<file path="src/hdl/dfs_pkg.sv">
`timescale 1ns / 1ps
package dfs_pkg;

  localparam int unsigned QueueDepthDefault = 4;
  localparam int unsigned AddrWidth = 4;
  localparam int unsigned DataWidth = 32;

  // register indexes (paddr[3:2])
  localparam logic [1:0] RegMode   = 2'd0;
  localparam logic [1:0] RegEsc1st = 2'd1;
  localparam logic [1:0] RegEsc2nd = 2'd2;
  localparam logic [1:0] RegEsc3rd = 2'd3;

  localparam logic [7:0] Esc1stReset = 8'd100;
  localparam logic [7:0] Esc2ndReset = 8'd108;
  localparam logic [7:0] Esc3rdReset = 8'd101;

  localparam logic ModeStuff   = 1'b0;
  localparam logic ModeDestuff = 1'b1;

  // result positions within one item's run
  localparam logic [3:0] PosHdr0  = 4'd0;
  localparam logic [3:0] PosHdr5  = 4'd5;
  localparam logic [3:0] PosChar  = 4'd6;
  localparam logic [3:0] PosCopy0 = 4'd7;
  localparam logic [3:0] PosCopy1 = 4'd8;
  localparam logic [3:0] PosCopy2 = 4'd9;
  localparam logic [3:0] PosTrl0  = 4'd10;
  localparam logic [3:0] PosTrl5  = 4'd15;

  typedef struct packed {
    logic       mode;
    logic [7:0] esc1st;
    logic [7:0] esc2nd;
    logic [7:0] esc3rd;
  } cfg_t;

  // one classified item as handed from front to back
  typedef struct packed {
    logic [7:0] ch;
    logic       hdr;   // open frame first
    logic       cpy;   // insert pattern copy after char
    logic       trl;   // close frame after char
    logic       err;   // destuff copy mismatch
    logic       fin;   // destuff: char ends the message
  } desc_t;

  function automatic logic [7:0] header_char(input logic [2:0] idx);
    logic [7:0] c;
    case (idx)
      3'd0:    c = 8'h44; // D
      3'd1:    c = 8'h4C; // L
      3'd2:    c = 8'h45; // E
      3'd3:    c = 8'h53; // S
      3'd4:    c = 8'h54; // T
      3'd5:    c = 8'h58; // X
      default: c = 8'h00;
    endcase
    return c;
  endfunction

  function automatic logic [7:0] trailer_char(input logic [2:0] idx);
    logic [7:0] c;
    case (idx)
      3'd0:    c = 8'h44; // D
      3'd1:    c = 8'h4C; // L
      3'd2:    c = 8'h45; // E
      3'd3:    c = 8'h45; // E
      3'd4:    c = 8'h54; // T
      3'd5:    c = 8'h58; // X
      default: c = 8'h00;
    endcase
    return c;
  endfunction

endpackage

</file>
<file path="src/hdl/dle_frame_stuffer.sv">
`timescale 1ns / 1ps
// DLE character framer/deframer. Stuff mode (mode 0) opens each frame with
// "DLESTX", passes payload, inserts a copy of the three-character escape
// pattern after each complete pattern, and closes with "DLEETX" after the
// character marked end_of_message. Destuff mode (1) passes characters and
// drops the three that follow each pattern, flagging a mismatching one with
// stuffing_error. The front end classifies one character per cycle unless
// the queue is full and queues a descriptor per passed character; the back
// end expands each into header, character, copy and trailer as flagged.
// Plain characters stream at one per cycle while out_ready_i is high; the
// QueueDepth-entry queue absorbs bursts of longer runs. Config registers
// (APB, word addresses 0x0..0xC): mode, escape_first, escape_second,
// escape_third; write only while idle.
module dle_frame_stuffer import dfs_pkg::*; #(
  parameter int unsigned QueueDepth = QueueDepthDefault
) (
  input  logic                 clk_i,
  input  logic                 rst_ni,
  // config port
  input  logic                 psel,
  input  logic                 penable,
  input  logic                 pwrite,
  input  logic [AddrWidth-1:0] paddr,
  input  logic [DataWidth-1:0] pwdata,
  output logic [DataWidth-1:0] prdata,
  output logic                 pready,
  // input channel
  input  logic                 in_valid_i,
  output logic                 in_ready_o,
  input  logic [7:0]           data_char_i,
  input  logic                 end_of_message_i,
  // output channel
  output logic                 out_valid_o,
  input  logic                 out_ready_i,
  output logic [7:0]           out_char_o,
  output logic                 last_of_run_o,
  output logic                 frame_done_o,
  output logic                 stuffing_error_o
);

  cfg_t       cfg_q;
  logic       wr_en;
  logic [1:0] reg_idx;
  logic       in_xfer;
  logic       push, pop, q_full, q_valid;
  desc_t      push_desc, head_desc;

  // ---- register file ----
  assign pready  = 1'b1;
  assign reg_idx = paddr[3:2];
  assign wr_en   = psel && penable && pwrite;

  always_ff @(posedge clk_i or negedge rst_ni) begin
    if (!rst_ni) begin
      cfg_q.mode   <= ModeStuff;
      cfg_q.esc1st <= Esc1stReset;
      cfg_q.esc2nd <= Esc2ndReset;
      cfg_q.esc3rd <= Esc3rdReset;
    end else if (wr_en) begin
      case (reg_idx)
        RegMode:   cfg_q.mode   <= pwdata[0];
        RegEsc1st: cfg_q.esc1st <= pwdata[7:0];
        RegEsc2nd: cfg_q.esc2nd <= pwdata[7:0];
        RegEsc3rd: cfg_q.esc3rd <= pwdata[7:0];
        default: ;
      endcase
    end
  end

  always_comb begin
    case (reg_idx)
      RegMode:   prdata = {{(DataWidth-1){1'b0}}, cfg_q.mode};
      RegEsc1st: prdata = {{(DataWidth-8){1'b0}}, cfg_q.esc1st};
      RegEsc2nd: prdata = {{(DataWidth-8){1'b0}}, cfg_q.esc2nd};
      RegEsc3rd: prdata = {{(DataWidth-8){1'b0}}, cfg_q.esc3rd};
      default:   prdata = '0;
    endcase
  end

  // ---- front: accept and classify ----
  // ready only depends on queue space, so a dropped character is taken too
  assign in_ready_o = !q_full;
  assign in_xfer    = in_valid_i && in_ready_o;

  dfs_front u_front (
    .clk_i            (clk_i),
    .rst_ni           (rst_ni),
    .cfg_i            (cfg_q),
    .acc_i            (in_xfer),
    .data_char_i      (data_char_i),
    .end_of_message_i (end_of_message_i),
    .push_o           (push),
    .desc_o           (push_desc)
  );

  dfs_queue #(
    .Depth (QueueDepth)
  ) u_queue (
    .clk_i   (clk_i),
    .rst_ni  (rst_ni),
    .push_i  (push),
    .wdata_i (push_desc),
    .pop_i   (pop),
    .full_o  (q_full),
    .valid_o (q_valid),
    .rdata_o (head_desc)
  );

  // ---- back: expand descriptor into result run ----
  dfs_back u_back (
    .clk_i            (clk_i),
    .rst_ni           (rst_ni),
    .cfg_i            (cfg_q),
    .head_valid_i     (q_valid),
    .head_i           (head_desc),
    .pop_o            (pop),
    .out_valid_o      (out_valid_o),
    .out_ready_i      (out_ready_i),
    .out_char_o       (out_char_o),
    .last_of_run_o    (last_of_run_o),
    .frame_done_o     (frame_done_o),
    .stuffing_error_o (stuffing_error_o)
  );

endmodule

</file>
<file path="src/hdl/dfs_front.sv">
`timescale 1ns / 1ps
module dfs_front import dfs_pkg::*; (
  input  logic       clk_i,
  input  logic       rst_ni,
  input  cfg_t       cfg_i,
  input  logic       acc_i,     // input transfer this cycle
  input  logic [7:0] data_char_i,
  input  logic       end_of_message_i,
  output logic       push_o,
  output desc_t      desc_o
);

  logic        inside_q, inside_d;
  logic [15:0] hist_q, hist_d;
  logic [1:0]  cnt_q, cnt_d;
  logic [1:0]  skip_q, skip_d;
  logic        match;
  logic [7:0]  expect_ch;
  logic [1:0]  cnt_inc;

  assign match = (cnt_q == 2'd2) && (hist_q[15:8] == cfg_i.esc1st) &&
                 (hist_q[7:0] == cfg_i.esc2nd) && (data_char_i == cfg_i.esc3rd);
  assign cnt_inc = (cnt_q == 2'd2) ? 2'd2 : cnt_q + 2'd1;

  always_comb begin
    case (skip_q)
      2'd3:    expect_ch = cfg_i.esc1st;
      2'd2:    expect_ch = cfg_i.esc2nd;
      default: expect_ch = cfg_i.esc3rd;
    endcase
  end

  always_comb begin
    inside_d = inside_q;
    hist_d   = hist_q;
    cnt_d    = cnt_q;
    skip_d   = skip_q;
    push_o   = 1'b0;
    desc_o   = '0;
    desc_o.ch = data_char_i;
    if (acc_i) begin
      if (cfg_i.mode == ModeStuff) begin
        push_o     = 1'b1;
        desc_o.hdr = !inside_q;
        desc_o.cpy = match;
        desc_o.trl = end_of_message_i;
        inside_d   = 1'b1;
        if (match) begin
          hist_d = '0;
          cnt_d  = 2'd0;
        end else begin
          hist_d = {hist_q[7:0], data_char_i};
          cnt_d  = cnt_inc;
        end
      end else begin
        if (skip_q != 2'd0) begin
          if (data_char_i == expect_ch) begin
            skip_d = skip_q - 2'd1;
          end else begin
            // mismatch: char passes flagged and restarts history
            skip_d     = 2'd0;
            push_o     = 1'b1;
            desc_o.err = 1'b1;
            hist_d     = {8'h00, data_char_i};
            cnt_d      = 2'd1;
          end
        end else begin
          push_o = 1'b1;
          if (match) begin
            skip_d = 2'd3;
            hist_d = '0;
            cnt_d  = 2'd0;
          end else begin
            hist_d = {hist_q[7:0], data_char_i};
            cnt_d  = cnt_inc;
          end
        end
        desc_o.fin = end_of_message_i;
      end
      if (end_of_message_i) begin
        inside_d = 1'b0;
        skip_d   = 2'd0;
        hist_d   = '0;
        cnt_d    = 2'd0;
      end
    end
  end

  always_ff @(posedge clk_i or negedge rst_ni) begin
    if (!rst_ni) begin
      inside_q <= 1'b0;
      hist_q   <= '0;
      cnt_q    <= '0;
      skip_q   <= '0;
    end else begin
      inside_q <= inside_d;
      hist_q   <= hist_d;
      cnt_q    <= cnt_d;
      skip_q   <= skip_d;
    end
  end

endmodule

</file>
<file path="src/hdl/dfs_queue.sv">
`timescale 1ns / 1ps
module dfs_queue import dfs_pkg::*; #(
  parameter int unsigned Depth = QueueDepthDefault
) (
  input  logic  clk_i,
  input  logic  rst_ni,
  input  logic  push_i,
  input  desc_t wdata_i,
  input  logic  pop_i,
  output logic  full_o,
  output logic  valid_o,
  output desc_t rdata_o
);

  localparam int unsigned PtrW = (Depth > 1) ? $clog2(Depth) : 1;
  localparam int unsigned CntW = $clog2(Depth + 1);
  localparam logic [PtrW-1:0] PtrMax = PtrW'(Depth - 1);
  localparam logic [CntW-1:0] CntFull = CntW'(Depth);

  desc_t           slot_q [Depth];
  logic [PtrW-1:0] wptr_q, rptr_q;
  logic [CntW-1:0] cnt_q;
  logic            do_push, do_pop;

  assign full_o  = (cnt_q == CntFull);
  assign valid_o = (cnt_q != '0);
  assign rdata_o = slot_q[rptr_q];
  assign do_push = push_i && !full_o;
  assign do_pop  = pop_i && valid_o;

  always_ff @(posedge clk_i) begin
    if (do_push) begin
      slot_q[wptr_q] <= wdata_i;
    end
  end

  always_ff @(posedge clk_i or negedge rst_ni) begin
    if (!rst_ni) begin
      wptr_q <= '0;
      rptr_q <= '0;
      cnt_q  <= '0;
    end else begin
      if (do_push) begin
        wptr_q <= (wptr_q == PtrMax) ? '0 : wptr_q + PtrW'(1);
      end
      if (do_pop) begin
        rptr_q <= (rptr_q == PtrMax) ? '0 : rptr_q + PtrW'(1);
      end
      if (do_push && !do_pop) begin
        cnt_q <= cnt_q + CntW'(1);
      end else if (do_pop && !do_push) begin
        cnt_q <= cnt_q - CntW'(1);
      end
    end
  end

endmodule

</file>
<file path="src/hdl/dfs_back.sv">
`timescale 1ns / 1ps
module dfs_back import dfs_pkg::*; (
  input  logic       clk_i,
  input  logic       rst_ni,
  input  cfg_t       cfg_i,
  input  logic       head_valid_i,
  input  desc_t      head_i,
  output logic       pop_o,
  output logic       out_valid_o,
  input  logic       out_ready_i,
  output logic [7:0] out_char_o,
  output logic       last_of_run_o,
  output logic       frame_done_o,
  output logic       stuffing_error_o
);

  logic       busy_q;
  logic [3:0] pos_q;
  logic [3:0] cur_pos, nxt_pos, trl_idx;
  logic       last, adv, emit;
  logic       vld_q;
  logic [7:0] ch_q;
  logic       lst_q, done_q, err_q;
  logic [7:0] ch_d;
  logic       done_d;

  assign cur_pos = busy_q ? pos_q : (head_i.hdr ? PosHdr0 : PosChar);
  assign trl_idx = cur_pos - PosTrl0;
  assign adv     = !vld_q || out_ready_i;
  assign emit    = adv && head_valid_i;
  assign pop_o   = emit && last;

  always_comb begin
    nxt_pos = cur_pos + 4'd1;
    last    = 1'b0;
    case (cur_pos)
      PosChar: begin
        if (head_i.cpy) begin
          nxt_pos = PosCopy0;
        end else if (head_i.trl) begin
          nxt_pos = PosTrl0;
        end else begin
          last = 1'b1;
        end
      end
      PosCopy2: begin
        if (head_i.trl) begin
          nxt_pos = PosTrl0;
        end else begin
          last = 1'b1;
        end
      end
      PosTrl5: last = 1'b1;
      default: ;
    endcase
  end

  always_comb begin
    done_d = 1'b0;
    case (cur_pos) inside
      [PosHdr0:PosHdr5]: ch_d = header_char(cur_pos[2:0]);
      PosChar: begin
        ch_d   = head_i.ch;
        done_d = head_i.fin && last;
      end
      PosCopy0: ch_d = cfg_i.esc1st;
      PosCopy1: ch_d = cfg_i.esc2nd;
      PosCopy2: ch_d = cfg_i.esc3rd;
      default: begin
        ch_d   = trailer_char(trl_idx[2:0]);
        done_d = (cur_pos == PosTrl5);
      end
    endcase
  end

  always_ff @(posedge clk_i or negedge rst_ni) begin
    if (!rst_ni) begin
      busy_q <= 1'b0;
      pos_q  <= '0;
      vld_q  <= 1'b0;
    end else begin
      if (emit) begin
        busy_q <= !last;
        pos_q  <= nxt_pos;
        vld_q  <= 1'b1;
      end else if (adv) begin
        vld_q <= 1'b0;
      end
    end
  end

  always_ff @(posedge clk_i) begin
    if (emit) begin
      ch_q   <= ch_d;
      lst_q  <= last;
      done_q <= done_d;
      err_q  <= (cur_pos == PosChar) && head_i.err;
    end
  end

  assign out_valid_o      = vld_q;
  assign out_char_o       = ch_q;
  assign last_of_run_o    = lst_q;
  assign frame_done_o     = done_q;
  assign stuffing_error_o = err_q;

endmodule

</file>
<file path="config.mk">
export PLATFORM = sky130hd
export DESIGN_NAME = dle_frame_stuffer
export DESIGN_NICKNAME = d
export VERILOG_FILES = /design/src/hdl/dfs_pkg.sv /design/src/hdl/dle_frame_stuffer.sv /design/src/hdl/dfs_front.sv /design/src/hdl/dfs_queue.sv /design/src/hdl/dfs_back.sv
export SDC_FILE = /design/constraint.sdc
export NUM_CORES = 1
export LEC_CHECK = 0
export BUFFER_PORTS_ARGS = -buffer_cell sky130_fd_sc_hd__buf_2
export CORE_MARGIN = 2
export CORE_UTILIZATION = 30
export CTS_CLUSTER_DIAMETER = 120
export CTS_CLUSTER_SIZE = 25
export DETAILED_ROUTE_END_ITERATION = 8
export GPL_TIMING_DRIVEN = 0
export REMOVE_ABC_BUFFERS = 1
export SLEW_MARGIN = 0
export SYNTH_ARGS = -nofsm -noshare
export SYNTH_HDL_FRONTEND = slang
export SYNTH_SLANG_ARGS = --single-unit
</file>
<file path="constraint.sdc">
create_clock -name clk_i -period 6.99 [get_ports clk_i]
set_input_delay 0.699 -clock clk_i [delete_from_list [all_inputs] [get_ports clk_i]]
set_output_delay 0.699 -clock clk_i [all_outputs]
set_load 0.03 [all_outputs]
</file>
**Yosys cells after proc, flatten, opt, wreduce, memory -nomap -nowiden**

Memories as Yosys holds them, arrays and structs flattened.
Cells that the tools add are included.

- Bits in registers: 70
- RAM bits: 52
- Input port bits: 52
- Output and inout port bits: 46
- Word-level logic and storage cells: 153
- Memories kept: 1

Memories:

| memory | depth | width | rd ports | clocked after Yosys merged registers in | wr ports | line | source |
|---|---|---|---|---|---|---|---|
| u_queue.slot_q | 4 | 13 | 1 | 0 | 1 | dfs_queue.sv:20 | `desc_t slot_q [Depth];` |

- Add/sub/neg operators: 8
- Magnitude comparators: 2
- Equality and inequality tests: 30
- Muxes and demuxes: 55
- Reductions and logical operators: 39

Operators with widths:

| cell | count |
|---|---|
| $pmux W32 S4 | 1 |
| $mux W16 | 5 |
| $pmux W7 S6 | 1 |
| $mux W8 | 5 |
| $pmux W7 S5 | 1 |
| $eq A8 B8 Y1 | 4 |
| $mux W2 | 14 |
| $mux W1 | 17 |
| $pmux W8 S2 | 1 |
| $eq A3 B3 Y1 const B | 5 |
| $logic_and A1 B1 Y1 | 15 |
| $eq A2 B2 Y1 const B | 7 |
| $eq A3 B2 Y1 const B | 4 |
| $eq A4 B4 Y1 const B | 3 |
| $mux W3 | 4 |
| $mux W4 | 3 |
| $reduce_and A2 Y1 | 6 |
| $eq A4 B3 Y1 const B | 2 |
| $pmux W4 S2 | 1 |
| $reduce_bool A2 Y1 | 4 |
| $add A2 B1 Y2 const B | 3 |
| $eq A3 B1 Y1 const B | 2 |
| $logic_not A1 Y1 | 6 |
| $logic_not A3 Y1 | 2 |
| 17 further kinds | 18 |

**Longest topological paths before layout**

Gate-level depths: netlist (run 1).

- Depth after elaboration: 12
- Depth in mapped cells: 17
- Depth with buffers taken out: 16

**Modules after synthesis**

A second synthesis (run 1) with hierarchy kept.

- Cells, all modules: 524
- Area, all modules: 6667.6 um^2

Modules (own cells, without submodules):

| module | times used | cells an instance | area an instance (um^2) | sequential area each (um^2) |
|---|---|---|---|---|
| dfs_queue | 1 | 105 | 2341.0 | 1736.7 |
| dfs_front | 1 | 158 | 1589.0 | 525.5 |
| dle_frame_stuffer | 1 | 104 | 1383.8 | 639.4 |
| dfs_back | 1 | 157 | 1353.8 | 480.5 |

**Worst setup path before layout (run 1)**

No wires, ideal clock.

- Path kind: flip-flop to flip-flop
- Start: register u_queue.rptr_q[0]
- End: register u_queue.cnt_q[2]
- Library setup time: 0.079 ns
- Data arrival time: 3.484 ns
- Data required time: 6.911 ns
- Setup slack: 3.426 ns
- Cell stages (with the launch flop): 18
- Path buffers: 1
- Period minus slack after synthesis: 3.564 ns
- Path through: dfrtp_1 buf_2 mux4_2 and2_1 a21oi_1 inv_1 ha_1 nand4b_1 o21a_1 nand2_1 and2_1 inv_1 ha_1 inv_1 fa_1 xor2_1 nor2_1 xor2_1

- Word-level cells in the longest chain between the ends: 10
- Elaborated cells between the ends (all ways): 16
- Classes of those cells: 3 x eq/ne; 6 x mux; 6 x reduce/logical; 1 x memory

Ends and longest elaborated chain:

| item | line | source |
|---|---|---|
| start, declared | dfs_queue.sv:21 | `logic [PtrW-1:0] wptr_q, rptr_q;` |
| start signal, assigned | dfs_queue.sv:47 | `rptr_q <= (rptr_q == PtrMax) ? '0 : rptr_q + PtrW'(1);` |
| $mem_v2 Z4 W13 * | - |  |
| $mux W3 | dfs_back.sv:27 | `assign cur_pos = busy_q ? pos_q : (head_i.hdr ? PosHdr0 : PosChar);` |
| $mux W4 | dfs_back.sv:27 |  |
| $eq A4 B4 Y1 / $eq A4 B3 Y1 (equally long branches) | dfs_back.sv:36 | `case (cur_pos)` |
| $pmux W1 S3 * | dfs_back.sv:36 |  |
| via u_back.last | dfs_back.sv:20 | `logic last, adv, emit;` |
| $logic_and A1 B1 Y1 * | dfs_back.sv:31 | `assign pop_o = emit && last;` |
| $logic_and A1 B1 Y1 * | dfs_queue.sv:29 | `assign do_pop = pop_i && valid_o;` |
| $logic_not A1 Y1 | dfs_queue.sv:49 | `if (do_push && !do_pop) begin` |
| $logic_and A1 B1 Y1 | dfs_queue.sv:49 |  |
| $mux W3 / $reduce_bool A2 Y1 (equally long branches) | - |  |
| end signal, assigned | dfs_queue.sv:50 | `cnt_q <= cnt_q + CntW'(1);` |
| end signal, assigned | dfs_queue.sv:52 | `cnt_q <= cnt_q - CntW'(1);` |
| end, declared | dfs_queue.sv:22 | `logic [CntW-1:0] cnt_q;` |

The timed path passes the listed nets; every way through them passes the cells marked *.
A chain may end at the register's enable or synchronous reset.

**Final worst setup path (run 1)**

Same ends and word-level chain as after synthesis.

==> results of run 1 <==
-- area by class of cell --
cell class,instances,area (µm²),share of cell area
Clock inverter,15,155.1,0.02088
Multi-Input combinational cell,351,2786,0.3750
Inverter,24,90.09,0.01212
Tap cell,275,344.1,0.04630
Sequential cell,122,3382,0.4551
Clock buffer,17,425.4,0.05725
Timing Repair Buffer,47,247.7,0.03334
-- state kept, by name, summed over array words and instances, names as in the netlist --
name and cells:
cfg_q 25, u_back.busy_q 1, u_back.frame_done_o 1, u_back.last_of_run_o 1
u_back.out_char_o 8, u_back.out_valid_o 1, u_back.pos_q 4, u_back.stuffing_error_o 1
u_front.cnt_q 2, u_front.hist_q 16, u_front.inside_q 1, u_front.skip_q 2
u_queue.cnt_q 3, u_queue.rptr_q 2, u_queue.slot_q 52, u_queue.wptr_q 2
-- metrics by stage --
step                      hold WS [ns]    util  std cells
after floorplan                 0.4034       -        497
after global placement          0.4794  0.3238        818
after detailed placement        0.5049  0.3247        819
after CTS                       0.4719  0.3523        851
after global routing            0.4099  0.3524        851
final                           0.3513  0.3524        851
-- cell usage after synthesis (6+ instances only) --
cell and n:
a22o_2 6, and2_1 11, a22oi_1 10, nand4_1 7, or3b_1 7, nor2_1 21, nand2_1 20, nor4_1 6
edfxtp_1 63, inv_1 24, xnor2_1 26, clkbuf_1 11, dfrtp_1 48, dfstp_2 11, o21ai_0 21, mux2_2 34
ha_1 19, and3_1 12, a22o_1 20, o211ai_1 7, mux4_2 14, a21oi_1 16, buf_4 26, nor3_1 10
-- cell families after synthesis --
| group | count (synthesis) | share of synthesized area |
|---|---|---|
| DFF | 122 | 0.5234 |
| other | 2 | 0.001162 |
| AOI/OAI and AO/OA | 109 | 0.1218 |
| muxes | 53 | 0.1162 |
| and+or+nand+nor | 116 | 0.1003 |
| adders and majority gates | 20 | 0.03989 |
| xor gates and xnor gates | 28 | 0.03796 |
| buffers and inverters | 69 | 0.05926 |
-- power groups by stage --
stage / Combinational (W) / Clock [W] / Sequential, W
after floorplan: 0.000885 / 0 / 0.00122
after global routing: 0.00142 / 0.000913 / 0.00124
after global placement: 0.00124 / 0 / 0.00122
after detailed placement: 0.00128 / 0 / 0.00123
final: 0.00129 / 0.000865 / 0.00121
after CTS: 0.00129 / 0.000880 / 0.00122
-- how the worst max path moves through the flow --
stage	startpoint	cells after the start	end	slack [ns]
2_1_floorplan	u_queue.rptr_q[0]	16	u_queue.cnt_q[2]	2.94
3_3_place_gp	u_queue.rptr_q[0]	16	u_queue.cnt_q[2]	2.23
3_5_place_dp	u_queue.rptr_q[0]	16	u_queue.cnt_q[2]	2.14
4_1_cts	u_queue.rptr_q[0]	16	u_queue.cnt_q[2]	2.11
5_1_grt	u_queue.rptr_q[0]	16	u_queue.cnt_q[2]	1.78
6_report	u_queue.rptr_q[0]	16	u_queue.cnt_q[2]	2.16
-- metal layers --
metal / up-vias / part of all wire / GRT usage / wire length [µm]
met5: - / 0 / 0 / 0
met4: 0 / 0.021 / 0.05607 / 328
met3: 28 / 0.053 / 0.03485 / 839
met2: 157 / 0.50 / 0.2343 / 7947
met1: 2222 / 0.42 / 0.1815 / 6639
li1: 1985 / - / - / -
==> impl_metrics.json, run 1 <==
{
  "fp.dieW_um": 150.8,
  "cp_cell_sequence": "mux4_2, and2_1, a21oi_1, inv_1, ha_1, nand4b_1, o21a_1, nand2_1, and2_1, inv_1, ha_1, inv_1, fa_1, xor2_1, nor2_1, xor2_1",
  "num_io_pins": 98,
  "synth_cell_types": 58,
  "overflow": 0,
  "layout_common_cells": "edfxtp_1 (63), dfrtp_1 (48), buf_2 (45)",
  "cp_max_fo": 18,
  "totalPowerFinal_w": 0.003364,
  "grt_max_degree": 60,
  "max_stage_delay_ns": 0.98,
  "std_cell_rows": 53,
  "setup_viol_count_final": 0,
  "critPathSlowestCell": "dfrtp_1",
  "fillers": 2047,
  "yosys-top-cells-area": "edfxtp_1 (29%), dfrtp_1 (19%), mux2_2 (5.9%)",
  "start_util": 0.3064,
  "start_kind": "flip-flop",
  "stdcell_area_mm2": 0.007431,
  "place_ws_ns": 2.135,
  "grt_antenna_before_repair": 0,
  "power.switching_w": 0.001317,
  "yosysSeqAreaShare": 0.5234,
  "worst-path-buf-inv": 3,
  "yosys_warnings": 0,
  "die_h_um": 150.8,
  "crit_required_ns": 7.33,
  "critPathTopFamily": "simple AND/OR/NAND/NOR gates",
  "powerDensity_mw_per_mm2": 452.7,
  "min_path_type": "input pin to asynchronous set/reset pin",
  "ctsHoldBuffers": 0,
  "finalSetupTns_ns": 0,
  "leakagePower_nw": 2.932,
  "syn_to_final_growth_pct": 15.01,
  "dieArea_mm2": 0.02273,
  "synthArstFlopShare": 0.4836,
  "wl_per_cell_um": 18.51,
  "crit_type": "flip-flop to flip-flop",
  "p_clk_frac": 0.257,
  "p_int_w": 0.002047,
  "synthCells": 519,
  "ys_seq_elements": 122,
  "cp_common_cell": "inv_1",
  "min_period_ns": 4.825,
  "io_buffers": 46,
  "clockBufferDepth": 2,
  "rr_endpoint": "u_queue.cnt_q[2]",
  "routed_via_density": 5.161,
  "cts-buffers-inserted": 17,
  "root_buffer": "clkbuf_16",
  "dr_total_vias": 4392,
  "cts_setup_buffers": 0,
  "clk_pin_slew_ns": 0.06,
  "fmax_ghz": 0.2072,
  "num_antenna_cells": 0,
  "clk_latency_ns": 0.42,
  "htreeDepth": 4,
  "r2r-start": "u_queue.rptr_q[0]",
  "grt_pass1_wl_um": 24230,
  "synth_edf_count": 63,
  "avgSynthCellArea_um2": 12.45,
  "nNetsFinal": 635,
  "worst-r2r-setup-slack_ns": 2.16,
  "layout_commonest_cell": "edfxtp_1",
  "r2r_cells": 16,
  "cts_tree": "done",
  "timing.final.hold_violations": 0,
  "grt_pass1_vias": 4414,
  "place_area_mm2": 0.006848,
  "cp.arrival_ns": 5.16,
  "clock-sinks": 122,
  "ant_nets": 0,
  "gp_routability_congestion": 0.8555,
  "fin_worst_skew_ns": 0.01000,
  "setup_slack_ns": 2.165,
  "cap_viol_max_count": 0,
  "core_area_mm2": 0.02109,
  "switching_share": 0.3915,
  "tightest_slew_ns": 1.363,
  "drt-pass1-iter-count": 7,
  "status": "complete, no violations",
  "syn-cell-area_mm2": 0.006461,
  "endpoint_kind": "flip-flop",
  "slew_headroom": 0.08493,
  "rsz0062_at_grt": "false",
  "cts.repair.resized": 0,
  "dpl.hpwl_um": 10970,
  "drive_above_1_share": 0.2639,
  "finalMaxSlewViolations": 0,
  "synth_top_area_cell": "edfxtp_1",
  "vdd_drop_max_mv": 0.1885,
  "combPwrFrac": 0.382,
  "ys.flop_type": "edfxtp_1",
  "seqPwrFrac": 0.361,
  "grt_usage": 0.1427,
  "drt_iter0_drc": 323,
  "drc": 0,
  "wirelength_um": 15750,
  "finalCritPeriodShare": 0.6903,
  "synth_top_area_share": 0.2928
}
No activity file was read; power rests on OpenSTA's default activity.
==> inputs of run 2 (changes only) <==
--- a/config.mk
+++ b/config.mk
@@ -5,6 +5,7 @@
 export SDC_FILE = /design/constraint.sdc
 export NUM_CORES = 1
 export LEC_CHECK = 0
+export ABC_AREA = 1
 export BUFFER_PORTS_ARGS = -buffer_cell sky130_fd_sc_hd__buf_2
 export CORE_MARGIN = 2
 export CORE_UTILIZATION = 30
==> constraint.sdc (replaced) <==
create_clock -name clk_i -period 4.6 [get_ports clk_i]
set_input_delay 0.46 -clock clk_i [delete_from_list [all_inputs] [get_ports clk_i]]
set_output_delay 0.46 -clock clk_i [all_outputs]
set_load 0.03 [all_outputs]
==> impl_metrics.json, run 2 <==
{
  "grt_antenna_before_repair": 0,
  "fillers": 2487,
  "dr_total_vias": 5961,
  "grt_max_degree": 60,
  "gp_routability_congestion": 0.9413,
  "io_buffers": 46,
  "syn_to_final_growth_pct": 14.70,
  "seq_area_mm2": 0.003387,
  "die_h_um": 157.7,
  "synth_top_area_cell": "edfxtp_1",
  "seqPwrFrac": 0.328,
  "avgSynthCellArea_um2": 7.931,
  "largestRegisters": "u_queue.slot_q x52, cfg_q x25, u_front.hist_q x16",
  "dieArea_mm2": 0.02488,
  "drt_iter0_drc": 635,
  "slew_headroom": 0.1491,
  "switching_share": 0.4417,
  "combPwrFrac": 0.429,
  "routed_via_density": 4.686,
  "htreeDepth": 4,
  "cts_tree": "done",
  "yosysSeqAreaShare": 0.4770,
  "timing.final.hold_violations": 0,
  "endpoint_kind": "flip-flop",
  "clk_pin_slew_ns": 0.06,
  "fin_util": 0.3486,
  "min_path_type": "input pin to asynchronous set/reset pin",
  "fmax_ghz": 0.2404,
  "yosys-top-cells-area": "edfxtp_1 (27%), dfrtp_1 (17%), nand2_1 (14%)",
  "fp.dieW_um": 157.7,
  "start_util": 0.3039,
  "synthTopCellsByCount": "nand2_1 (270), inv_1 (108), nor2_1 (93), o21ai_0 (78), edfxtp_1 (63)",
  "powerDensity_mw_per_mm2": 666.0,
  "layout_commonest_cell": "nand2_1",
  "synthArstFlopShare": 0.4836,
  "grt_pass1_vias": 5586,
  "cp.arrival_ns": 4.47,
  "largest_reg_flops": 52,
  "wl_per_cell_um": 15.52,
  "p_clk_frac": 0.243,
  "tightest_slew_ns": 1.272,
  "crit_type": "flip-flop to flip-flop",
  "synth_cell_types": 48,
  "ys.flop_type": "edfxtp_1",
  "stdcell_area_mm2": 0.008133,
  "totalPowerFinal_w": 0.005416,
  "grt_pass1_wl_um": 30660,
  "multi_input_area_mm2": 0.003079,
  "place_area_mm2": 0.007513,
  "drive_above_1_share": 0.1261,
  "worst-path-buf-inv": 4,
  "layout_common_cells": "nand2_1 (270), inv_1 (106), nor2_1 (93)",
  "layoutNonFillerInstCount": 1272,
  "wirelength_um": 19750,
  "critPathSlowestCell": "dfrtp_2",
  "ctsHoldBuffers": 0,
  "vdd_drop_max_mv": 0.2084,
  "ys_seq_elements": 122,
  "yosys_warnings": 0,
  "syn-cell-area_mm2": 0.007091,
  "placed_cells": 1238,
  "synthCells": 894,
  "max_stage_delay_ns": 0.57,
  "clock-sinks": 122,
  "p_int_w": 0.003024,
  "ant_nets": 0,
  "setup_viol_count_final": 0,
  "yosysMostFrequentCell": "nand2_1",
  "drt-pass1-iter-count": 5,
  "critPathTopFamily": "adder cells",
  "holdWs_ns": 0.1257,
  "crit_required_ns": 4.91,
  "overflow": 0,
  "regMostFlops": "u_queue.slot_q",
  "root_buffer": "clkbuf_16",
  "clockBufferDepth": 2,
  "rsz0062_at_grt": "false",
  "dpl.hpwl_um": 13910,
  "min_period_ns": 4.160,
  "status": "complete, no violations",
  "leakagePower_nw": 3.780,
  "synth_edf_count": 63,
  "grt_usage": 0.1639,
  "cp_max_fo": 16,
  "drc": 0,
  "synth_top_area_share": 0.2668,
  "fin_worst_skew_ns": 0.01362,
  "cp_common_cell": "nand2_1",
  "power.switching_w": 0.002393,
  "cts-buffers-inserted": 17,
  "finalMaxSlewViolations": 0,
  "cap_viol_max_count": 0,
  "nNetsFinal": 1011,
  "finalCritPeriodShare": 0.9043,
  "std_cell_rows": 56,
  "cp_cell_sequence": "clkinvlp_4, nand2_1, nand2_1, nand2_1, o21ai_0, inv_1, ha_1, inv_1, nor4_2, a21oi_1, o21ai_2, nand2_1, ha_1, inv_1, fa_1, mux2_2",
  "core_area_mm2": 0.02333,
  "start_kind": "flip-flop",
  "clk_latency_ns": 0.43,
  "num_io_pins": 98
}
==> run 2: final cells by class <==
cell class                 count  share of cell area
sequential                   122              0.4165
multi-input combinational    637              0.3786
inverter                     114             0.05446
clock buffer                  17             0.05231
tap                          319             0.04908
timing repair buffer          47             0.03046
clock inverter                15             0.01831
antenna                        1           0.0003077
==> run 2: per-stage QoR <==
| stage | TNS [ns] | setup WS [ns] |
|---|---|---|
| finish | 0 | 0.4404 |
| global route | 0 | 0.08345 |
| CTS | 0 | 0.1843 |
| detailed placement | -0.7010 | -0.4635 |
| global placement | -0.5094 | -0.3704 |
| floorplan | 0 | 0.8595 |
==> run 2: worst register-to-register path, cell delays in order (launching register included) <==
cell	delay, ns
dfrtp_2	0.57
clkinvlp_4	0.36
nand2_1	0.15
nand2_1	0.09
nand2_1	0.22
o21ai_0	0.25
inv_1	0.19
ha_1	0.33
inv_1	0.15
nor4_2	0.33
a21oi_1	0.10
o21ai_2	0.13
nand2_1	0.16
ha_1	0.23
inv_1	0.10
fa_1	0.42
mux2_2	0.26
==> run 2: final timing paths <==
kind                                   start                  to  slack (ns)  cells past startpoint
min                                   rst_ni  u_front.hist_q[12]        0.13                      1
max in group asynchronous             rst_ni   u_queue.rptr_q[0]        3.90                      1
max reg2reg                u_queue.rptr_q[1]    u_queue.cnt_q[1]        0.44                     16
min in group clk_i                 pwdata[6]           cfg_q[22]        0.29                      3
min reg2reg                  u_back.pos_q[0]     u_back.pos_q[0]        0.48                      2
max                        u_queue.rptr_q[1]    u_queue.cnt_q[1]        0.44                     16
==> run 2: what timing repair did <==
item / 4_1_cts / 5_1_grt
pin swaps: 0 / 1
endpoints found under the setup margin: 2 / 2
resized for setup: 2 / 7
gates cloned: 0 / 1
buffers inserted: 0 / 0
==> run 2: kinds of logic after synthesis <==
logic type | share of synthesized area
flip-flops | 0.4770
AO/OA/AOI/OAI | 0.09529
buffers and inverters | 0.1061
XOR/XNOR | 0.01112
multiplexers | 0.001588
adder cells (fa/ha/maj) | 0.03635
other | 0.001059
AND/OR/NAND/NOR | 0.2716
==> run 2: power by group through the flow <==
stage	Combinational (W)	Clock (W)	Sequential, W
after floorplan	0.00153	0	0.00181
after global placement	0.00222	0	0.00178
after detailed placement	0.00226	0	0.00179
after CTS	0.00228	0.00133	0.00177
after global routing	0.00263	0.00138	0.00182
final	0.00232	0.00132	0.00177
==> run 2: layer usage <==
metal | global-route usage | up-vias | part of all wire
met3 | 0.03011 | 32 | 0.063
met5 | 0 | - | 0
met4 | 0.06494 | 0 | 0.029
met1 | 0.2261 | 2789 | 0.47
li1 | - | 2946 | -
met2 | 0.2540 | 194 | 0.44
